`src/rtl/core/cdfb_pkg.sv`:
```
// Shared types, constants and lamp code mapping for the countdown frame builder.
package cdfb_pkg;

    localparam int MAX_DEVICES = 32;

    localparam logic [7:0] HDR_FIRST  = 8'h55;
    localparam logic [7:0] HDR_SECOND = 8'hAA;
    localparam logic [2:0] BLINK_FLAG = 3'(1 << 2);
    localparam int         ID_SHIFT   = 3;

    localparam int CNT_W  = 6;
    localparam int ID_W   = 5;
    localparam int TIME_W = 8;
    localparam int LAMP_W = 3;
    localparam int LIM_W  = 16;
    localparam int S_DATA_W = 24;

    typedef enum logic [1:0] {
        OP_START  = 2'd0,
        OP_DEVICE = 2'd1,
        OP_END    = 2'd2
    } t_op;

    typedef enum logic {
        CFG_LIMIT_ENABLE     = 1'b0,
        CFG_FREE_GREEN_LIMIT = 1'b1
    } t_cfg_idx;

    typedef enum logic [2:0] {
        LAMP_OFF          = 3'd0,
        LAMP_GREEN        = 3'd1,
        LAMP_RED          = 3'd2,
        LAMP_YELLOW       = 3'd3,
        LAMP_GREEN_BLINK  = 3'd4,
        LAMP_YELLOW_BLINK = 3'd5
    } t_lamp;

    localparam logic [1:0] CODE_OFF    = 2'd0;
    localparam logic [1:0] CODE_GREEN  = 2'd1;
    localparam logic [1:0] CODE_YELLOW = 2'd2;
    localparam logic [1:0] CODE_RED    = 2'd3;

    function automatic logic [2:0] color_bits(input logic [LAMP_W-1:0] lamp);
        logic [2:0] res;
        unique case (lamp)
            LAMP_GREEN:        res = {1'b0, CODE_GREEN};
            LAMP_RED:          res = {1'b0, CODE_RED};
            LAMP_YELLOW:       res = {1'b0, CODE_YELLOW};
            LAMP_GREEN_BLINK:  res = BLINK_FLAG | {1'b0, CODE_GREEN};
            LAMP_YELLOW_BLINK: res = BLINK_FLAG | {1'b0, CODE_YELLOW};
            default:           res = {1'b0, CODE_OFF};
        endcase
        return res;
    endfunction

endpackage

```
`src/rtl/core/countdown_display_frame_builder.sv`:
```
// Top level: countdown display frame builder with a two-entry byte burst buffer.
// An accepted word is registered into the active burst register, or into the pending one.
// Throughput: one input word per cycle while words cause no bytes and none wait; otherwise the
// byte-wide master port sets the pace: 3 bytes per start, 2 per enabled device, 1 per end.
// A pending burst register lets the next word enter while the current burst drains.
// Reset: synchronous, active low; clears bursts, checksum and both config registers.
module countdown_display_frame_builder
    import cdfb_pkg::*;
(
    input  logic                i_clk,
    input  logic                i_rst_n,
    input  logic                i_cfg_we,
    input  logic                i_cfg_addr,
    input  logic [LIM_W-1:0]    i_cfg_data,
    input  logic                i_s_tvalid,
    output logic                o_s_tready,
    // [5:0] device_count, [6] slot_enabled, [11:7] device_id,
    // [19:12] remaining_time, [22:20] lamp_color, [23] zero
    input  logic [S_DATA_W-1:0] i_s_tdata,
    // [1:0] op
    input  logic [1:0]          i_s_tuser,
    output logic                o_m_tvalid,
    input  logic                i_m_tready,
    // [7:0] out_byte
    output logic [7:0]          o_m_tdata,
    output logic                o_m_tlast,
    // [0] frame_end
    output logic                o_m_tuser
);

    logic              r_limit_en;
    logic [LIM_W-1:0]  r_limit;
    logic [7:0]        r_xor, n_xor;

    logic [23:0]       r_pend_data, r_act_data;
    logic [1:0]        r_pend_left, r_act_left;
    logic              r_pend_fend, r_act_fend;

    logic [CNT_W-1:0]  in_cnt;
    logic              in_slot;
    logic [ID_W-1:0]   in_id;
    logic [TIME_W-1:0] in_time;
    logic [LAMP_W-1:0] in_lamp;
    t_op               in_op;

    logic [7:0]        cnt_sat, b0, t_out;
    logic [2:0]        code;
    logic [23:0]       new_data;
    logic [1:0]        new_left;
    logic              new_fend;
    logic              accept, act_free, pend_valid, new_valid;

    assign in_cnt  = i_s_tdata[5:0];
    assign in_slot = i_s_tdata[6];
    assign in_id   = i_s_tdata[11:7];
    assign in_time = i_s_tdata[19:12];
    assign in_lamp = i_s_tdata[22:20];
    assign in_op   = t_op'(i_s_tuser);

    assign pend_valid = (r_pend_left != 2'd0);
    assign act_free   = (r_act_left == 2'd0) || (i_m_tready && r_act_left == 2'd1);
    assign o_s_tready = !pend_valid || act_free;
    assign accept     = i_s_tvalid && o_s_tready;

    always_comb begin
        cnt_sat = (in_cnt > CNT_W'(MAX_DEVICES)) ? 8'(MAX_DEVICES) : 8'(in_cnt);
        code    = color_bits(in_lamp);
        t_out   = in_time;
        if (r_limit_en && (r_limit < LIM_W'(in_time))) begin
            code  = 3'd0;
            t_out = 8'd0;
        end
        b0 = {in_id, code};
    end

    always_comb begin
        new_data = 24'd0;
        new_left = 2'd0;
        new_fend = 1'b0;
        n_xor    = r_xor;
        unique case (in_op)
            OP_START: begin
                new_data = {cnt_sat, HDR_SECOND, HDR_FIRST};
                new_left = 2'd3;
                n_xor    = cnt_sat;
            end
            OP_DEVICE: begin
                if (in_slot) begin
                    new_data = {8'd0, t_out, b0};
                    new_left = 2'd2;
                    n_xor    = r_xor ^ b0 ^ t_out;
                end
            end
            OP_END: begin
                new_data = {16'd0, r_xor};
                new_left = 2'd1;
                new_fend = 1'b1;
            end
            default: begin
                new_left = 2'd0;
            end
        endcase
        new_valid = accept && (new_left != 2'd0);
    end

    always_ff @(posedge i_clk) begin
        if (!i_rst_n) begin
            r_limit_en <= 1'b0;
            r_limit    <= '0;
        end else if (i_cfg_we) begin
            unique case (t_cfg_idx'(i_cfg_addr))
                CFG_LIMIT_ENABLE:     r_limit_en <= i_cfg_data[0];
                CFG_FREE_GREEN_LIMIT: r_limit    <= i_cfg_data;
            endcase
        end
    end

    always_ff @(posedge i_clk) begin
        if (!i_rst_n) begin
            r_xor <= 8'd0;
        end else if (accept) begin
            r_xor <= n_xor;
        end
    end

    always_ff @(posedge i_clk) begin
        if (!i_rst_n) begin
            r_act_left  <= 2'd0;
            r_pend_left <= 2'd0;
        end else begin
            if (act_free) begin
                if (pend_valid) begin
                    r_act_left  <= r_pend_left;
                    r_pend_left <= new_valid ? new_left : 2'd0;
                end else begin
                    r_act_left  <= new_valid ? new_left : 2'd0;
                end
            end else begin
                if (i_m_tready) begin
                    r_act_left <= r_act_left - 2'd1;
                end
                if (new_valid) begin
                    r_pend_left <= new_left;
                end
            end
        end
    end

    always_ff @(posedge i_clk) begin
        if (act_free) begin
            if (pend_valid) begin
                r_act_data <= r_pend_data;
                r_act_fend <= r_pend_fend;
                if (new_valid) begin
                    r_pend_data <= new_data;
                    r_pend_fend <= new_fend;
                end
            end else if (new_valid) begin
                r_act_data <= new_data;
                r_act_fend <= new_fend;
            end
        end else begin
            if (i_m_tready) begin
                r_act_data <= {8'd0, r_act_data[23:8]};
            end
            if (new_valid) begin
                r_pend_data <= new_data;
                r_pend_fend <= new_fend;
            end
        end
    end

    assign o_m_tvalid = (r_act_left != 2'd0);
    assign o_m_tdata  = r_act_data[7:0];
    assign o_m_tlast  = (r_act_left == 2'd1);
    assign o_m_tuser  = r_act_fend && (r_act_left == 2'd1);

endmodule

```
`config.mk`:
```
export PLATFORM = sky130hd
export DESIGN_NAME = countdown_display_frame_builder
export DESIGN_NICKNAME = d
export VERILOG_FILES = /design/src/rtl/core/cdfb_pkg.sv /design/src/rtl/core/countdown_display_frame_builder.sv
export SDC_FILE = /design/constraint.sdc
export NUM_CORES = 1
export LEC_CHECK = 0
export BUFFER_PORTS_ARGS = -buffer_cell sky130_fd_sc_hd__clkbuf_2
export CELL_PAD_IN_SITES_DETAIL_PLACEMENT = 1
export CELL_PAD_IN_SITES_GLOBAL_PLACEMENT = 1
export CORE_MARGIN = 5
export CORE_UTILIZATION = 35
export DETAILED_ROUTE_END_ITERATION = 8
export GPL_ROUTABILITY_DRIVEN = 0
export PLACE_DENSITY_LB_ADDON = 0.1
export SLEW_MARGIN = 20
export SYNTH_ARGS = -nofsm -noshare
export SYNTH_HDL_FRONTEND = slang
export SYNTH_SLANG_ARGS = --single-unit
```
`constraint.sdc`:
```
create_clock -name i_clk -period 9.3 [get_ports i_clk]
set_input_delay 2.325 -clock i_clk [delete_from_list [all_inputs] [get_ports i_clk]]
set_output_delay 2.325 -clock i_clk [all_outputs]
set_load 0.02 [all_outputs]
```
==> results.md, run 1 <==
* Status: completed
* Finished Layout Cells at about 610
* Design Area, Final at between 0.004 and 0.005 mm²
* Gr usage total at 17.4%
* Final setup viols at 0
* Detailed-route wire length per cell at 18.3 µm
* Synth Flop Type: edfxtp_1
* Vias in the first global route at 3,404
* Initial Utilization at about a third
* Post-CTS sizing at 0
* Pwr Total at approximately 1.0 mW
* Max-Cap Viols at 0
* Type of the worst min-delay path: reg2reg
* Post-DR vias/cell at roughly 5.3
* Remaining antenna violation count at 0
* CTS H-tree lvls at 3
* Die ar. at approximately 0.014 mm²
* Global route hottest layer: met2
* Die width at 117 µm
* Max Clk Rate at roughly 180 MHz
* Sequential area share after synthesis at between 40% and 50%
* Max VDD drop at between 100 and 150 µV
* Vias at approximately 3,200
* First-pass GRT wire length at around 18 mm
* Leakage at roughly 1.9 nW
* Total congestion overflow at 0
* Grt met2 use at between 20% and 30%
* Met1 Use GR at 22.3%
* CTS clk-pin slew, worst paths at around 60 ps
* CP Capture Type: output port
* Die Y at ~120 µm
* Avg Inst Size Synth at about 9.5 µm²
* Pwr/cell area at approximately 230 mW/mm²
* Crit path launch: i_m_tready
* Hold Startpoint: r_limit[11]
* Setup TNS Final at 0 ps
* Io pins at 60
* Share of layout cells above drive strength 1 at about 18%
* DPL Wire Length at approximately 8.0 mm
* Ant diodes at 0
* CP max FO at 29
* 1st-pass router iterations at 4
* DRC errors left at 0
* Row count at 39
* Placed cell areas at roughly 0.0043 mm²
* Yosys warning total at 0
* Clk root buf: clkbuf_16
* Min Tclk post-route at 5700 ps
* Worst skew pair latency at 340 ps
* Worst rel slew slack at between 30% and 40%
* Period Utilization, post-route at between 60% and 70%
* CTS tree: built
* Initial antenna violation count at 0
* RSZ-0062 raised after global routing: no
* CTS buffer count at 9
* Clk sink count at 75
* M3 GR Usage at 2.83%
* Fin. Hold Viols at 0
* Cells after synthesis at between 400 and 500
* Core area at 0.0113 mm²
* Post-Syn Area at approximately 0.0040 mm²
* Fin nets at around 520
* Reg2reg start: r_act_left[0]
* Buffers on Ports at 58
* CP Launch Type: primary input
* Clock tree buffer depth at 2
* Initial DRC Count at 171
* Post-synth EDFFs at 46
* Slew Limit Fails at 0
* Worst slew pin tran at 970 ps
* Area grow syn2layout at 15.6%
* Largest net degree at the start of global routing at 38
* WL final at 11.2 mm
* Setup CP Type: in2out
* Clock skew at about 3.8 ps
* Worst EP arrival at 3380 ps
* Placed insts at 598
* Worst EP required at between 6000 and 7000 ps
* Setup bufs post-CTS at 0
* Fin Hold WS at about 470 ps
* Synth Register Bits at between 70 and 80
* Async S/R FF share, synth at 0%
* Post-Syn Nets at 479
* Hold-fix buffers, CTS at 0
* Distinct cells, synth at 54
==> synth_stat cells, types with 3 or more instances <==
cell type | number | area (µm²)
a22o_1 | 6 | 52.6
xnor2_1 | 4 | 35.0
edfxtp_1 | 46 | 1380
and2_1 | 9 | 56.3
mux2i_1 | 4 | 40.0
buf_4 | 8 | 60.1
xor2_1 | 5 | 43.8
a211oi_1 | 5 | 37.5
inv_1 | 19 | 71.3
nor2_1 | 23 | 86.3
o21ai_0 | 20 | 100
a21oi_1 | 26 | 130
nor3_1 | 7 | 35.0
buf_2 | 4 | 20.0
nor2b_1 | 13 | 81.3
a31oi_1 | 7 | 43.8
dfxtp_1 | 29 | 581
or3_1 | 3 | 18.8
ha_1 | 9 | 113
a21boi_0 | 18 | 135
clkbuf_1 | 14 | 52.6
and4_1 | 4 | 35.0
o211ai_1 | 4 | 30.0
nand2_1 | 75 | 282
and3_1 | 11 | 68.8
nand3_1 | 7 | 35.0
==> critical path: stages <==
cell      delay [ps]
clkbuf_2         140
a21oi_2          140
buf_4            340
nand2_1          190
clkbuf_2         240
==> per-layer routing <==
metal,routed length (µm),vias up
met5,0,-
met4,232,0
met3,372,14
met2,5320,53
met1,5280,1581
li1,-,1589
==> power by group <==
group          switching (mW)  internal, mW
Combinational           0.172        0.0787
Sequential             0.0195         0.433
Clock                   0.134         0.206
Total                   0.325         0.717
==> logic make-up after synthesis <==
family,count (synthesis),share of synthesized area [%]
xor gates and xnor gates,9,1.97
DFF,75,49.1
buffers and inverters,48,5.76
adders and majority gates,9,2.82
and+or+nand+nor,166,20.3
muxes,4,1.00
AOI/OAI and AO/OA,111,19.1
==> flip-flops by register name (all words and copies together), names as in the netlist <==
name / count
r_xor: 8
r_act_left: 2
r_pend_data: 22
r_pend_left: 2
r_pend_fend: 1
r_act_data: 22
r_limit_en: 1
r_limit: 16
r_act_fend: 1
==> cells in the final DEF (no fill, tap or decap), drive strengths merged, types with 4 or more instances in the layout <==
master	instances
and4	4
nand3	7
a31oi	7
xor2	5
and2	9
nor3	7
o21ai	21
a22o	6
mux2i	4
a21boi	18
clkbuf	70
buf	4
nor2b	14
o211ai	5
and3	11
a211oi	5
dfxtp	29
a21oi	27
ha	9
edfxtp	46
inv	19
nand2	75
nor2	23
xnor2	4
==> layout make-up <==
| class | count | area (µm²) |
|---|---|---|
| Fill cell | 1312 | 6700 |
| Sequential cell | 75 | 1960 |
| Multi-Input combinational cell | 299 | 1820 |
| Timing Repair Buffer | 62 | 320 |
| Clock buffer | 12 | 236 |
| Tap cell | 143 | 179 |
| Inverter | 19 | 71.3 |
| Clock inverter | 3 | 40.0 |
==> stage by stage <==
stage,util [%],setup WS (ps)
2_1_floorplan,-,4080
3_3_place_gp,38.4,3580
3_5_place_dp,38.4,3570
4_1_cts,40.8,3560
5_1_grt,40.8,3500
6_report,40.8,3600
==> worst paths after layout <==
path / end / slack [ps] / depth (start not counted)
min: r_limit[11] / 470 / 2
min reg2reg: r_limit[11] / 470 / 2
max: o_s_tready / 3600 / 5
max reg2reg: r_xor[0] / 6730 / 6
No activity file was read; power rests on OpenSTA's default activity.
==> run 2, diff against run 1 <==
Clock period 9.3 ns to 5.1 ns, I/O delays scaled along.
==> run 2 against run 1 <==
Against the previous run: count of clock-buffer cells in the layout down 2; largest power group unchanged; flip-flop and latch count unchanged; non-clock buffer count up 1; critical path type is now in2reg.
==> results.md, run 2 (synthesis results as in run 1) <==
* Pwr/cell area at 412 mW/mm² (+83%)
* Fin Hold WS at 472 ps (+3.46 ps)
* Setup CP Type: in2reg
* Clock skew at 10.7 ps (+6.93 ps)
* Clk root buf: clkbuf_16
* WL final at 11.3 mm (+0.45%)
* Max VDD drop at 222 µV (+90%)
* Ant diodes at 0 (unchanged)
* Setup bufs post-CTS at 0 (unchanged)
* Worst slew pin tran at 918 ps (-51.5 ps)
* CP Launch Type: primary input
* Worst setup margin at 1740 ps (-1860 ps)
* DRC errors left at 0 (unchanged)
* Core area at 0.0113 mm² (unchanged)
* CTS tree: built
* Initial DRC Count at 157 (-8.2%)
* RSZ-0062 raised after global routing: no
* Worst reg2reg setup slack at 2570 ps (-4160 ps)
* CTS H-tree lvls at 3 (unchanged)
* Period Utilization, post-route at between 60% and 70%
* Worst skew pair latency at 350 ps (about the same)
* Io pins at 60 (unchanged)
* Initial antenna violation count at 0 (unchanged)
* Hold-fix buffers, CTS at 0 (unchanged)
* Setup TNS Final at 0 ps (unchanged)
* Largest net degree at the start of global routing at 38 (unchanged)
* Status: completed
* Most frequent cells in the layout: 75 x nand2_1, 58 x clkbuf_2, 46 x edfxtp_1, 29 x dfxtp_1, 25 x a21oi_1
* Worst EP required at 5250 ps (-1730 ps)
* Post-CTS sizing at 0 (unchanged)
* Die Y at 117 µm (unchanged)
* Remaining antenna violation count at 0 (unchanged)
* Die ar. at 0.0137 mm² (unchanged)
* Gr usage total at 17.6% (+0.19 points)
* Worst EP arrival at 3520 ps (+140 ps)
* Die width at 117 µm (unchanged)
* Buffers on Ports at 58 (unchanged)
* Clock tree buffer depth at 2 (unchanged)
* Commonest non-fill, non-tap cell in the layout: nand2_1
* CP max FO at 23 (-21%)
* Slew Limit Fails at 0 (unchanged)
* Total congestion overflow at 0 (unchanged)
* Initial Utilization at 35.3% (unchanged)
* 1st-pass router iterations at 5 (+1)
* Max-Cap Viols at 0 (unchanged)
* Vias in the first global route at 3,429 (+0.73%)
* DPL Wire Length at 8.15 mm (+1.9%)
* Post-Place Worst Slack at 1380 ps (-2200 ps)
* CP Capture Type: flip-flop
* Fin nets at 524 (+0.19%)
* Post-DR vias/cell at 5.32 (+0.66%)
* Type of the worst min-delay path: reg2reg
* Vias at 3,269 (+0.99%)
* Area grow syn2layout at 16.1%
* Final core occ at 41.0% (+0.14 points)
* Row count at 39 (unchanged)
* Top Registers: r_act_data x22, r_pend_data x22, r_limit x16
* Leakage at 1.87 nW (+0.55%)
* CTS buffer count at 9 (unchanged)
* CTS clk-pin slew, worst paths at 60 ps (about the same)
* Share of layout cells above drive strength 1 at 18.0% (+0.35 points)
* Clk sink count at 75 (unchanged)
* First-pass GRT wire length at 18.2 mm (+1.9%)
* Final setup viols at 0 (unchanged)
* Fin. Hold Viols at 0 (unchanged)
* Max Clk Rate at a little under 300 MHz
* Detailed-route wire length per cell at 18.3 µm (+0.12%)
* Pwr Total at 1.91 mW (+83%)
* Min Tclk post-route at roughly 3400 ps
* Worst rel slew slack at 38.8% (+3.4 points)
run 2: metal layers:
layer / GRT usage (%) / vias to the layer above / routed length (µm)
met5: 0 / - / 0
met2: 28.8 / 64 / 5460
met1: 22.7 / 1591 / 5100
met3: 2.67 / 22 / 422
met4: 8.79 / 0 / 267
li1: - / 1592 / -
run 2: area by class of cell:
class / instances / area, µm²
flip-flops and latches: 75 / 1960
fillers: 1314 / 6680
clock buffers: 10 / 229
repair buffers: 63 / 328
inverters: 19 / 71.3
multi-input cells: 299 / 1820
clock inverters: 6 / 56.3
well taps: 143 / 179
run 2: path summary, 6_finish.rpt:
| path | startpoint | end | cells past startpoint |
|---|---|---|---|
| setup / recovery | i_s_tdata[14] | r_act_data[12] | 8 |
| hold / removal | r_limit[14] | r_limit[14] | 2 |
| setup reg to reg | r_act_left[0] | r_xor[0] | 6 |
| hold reg to reg | r_limit[14] | r_limit[14] | 2 |
run 2: report_power, final:
group / total [mW] / internal, mW / switching [mW]
clock network: 0.628 / 0.375 / 0.253
logic: 0.459 / 0.145 / 0.314
registers: 0.825 / 0.789 / 0.0364
run 2: critical path: stages:
cell	delay [ps]
clkbuf_2	80
inv_1	120
ha_1	330
nand2_1	60
o21ai_1	200
a311o_1	760
nand2_1	310
o31ai_1	360
run 2: per-stage QoR:
| stage | area, µm² | instances |
|---|---|---|
| final | 4640 | 615 |
| after global routing | 4640 | 615 |
| after CTS | 4640 | 615 |
| after detailed placement | 4360 | 599 |
| after global placement | 4360 | 599 |
| after floorplan | 4000 | 422 |
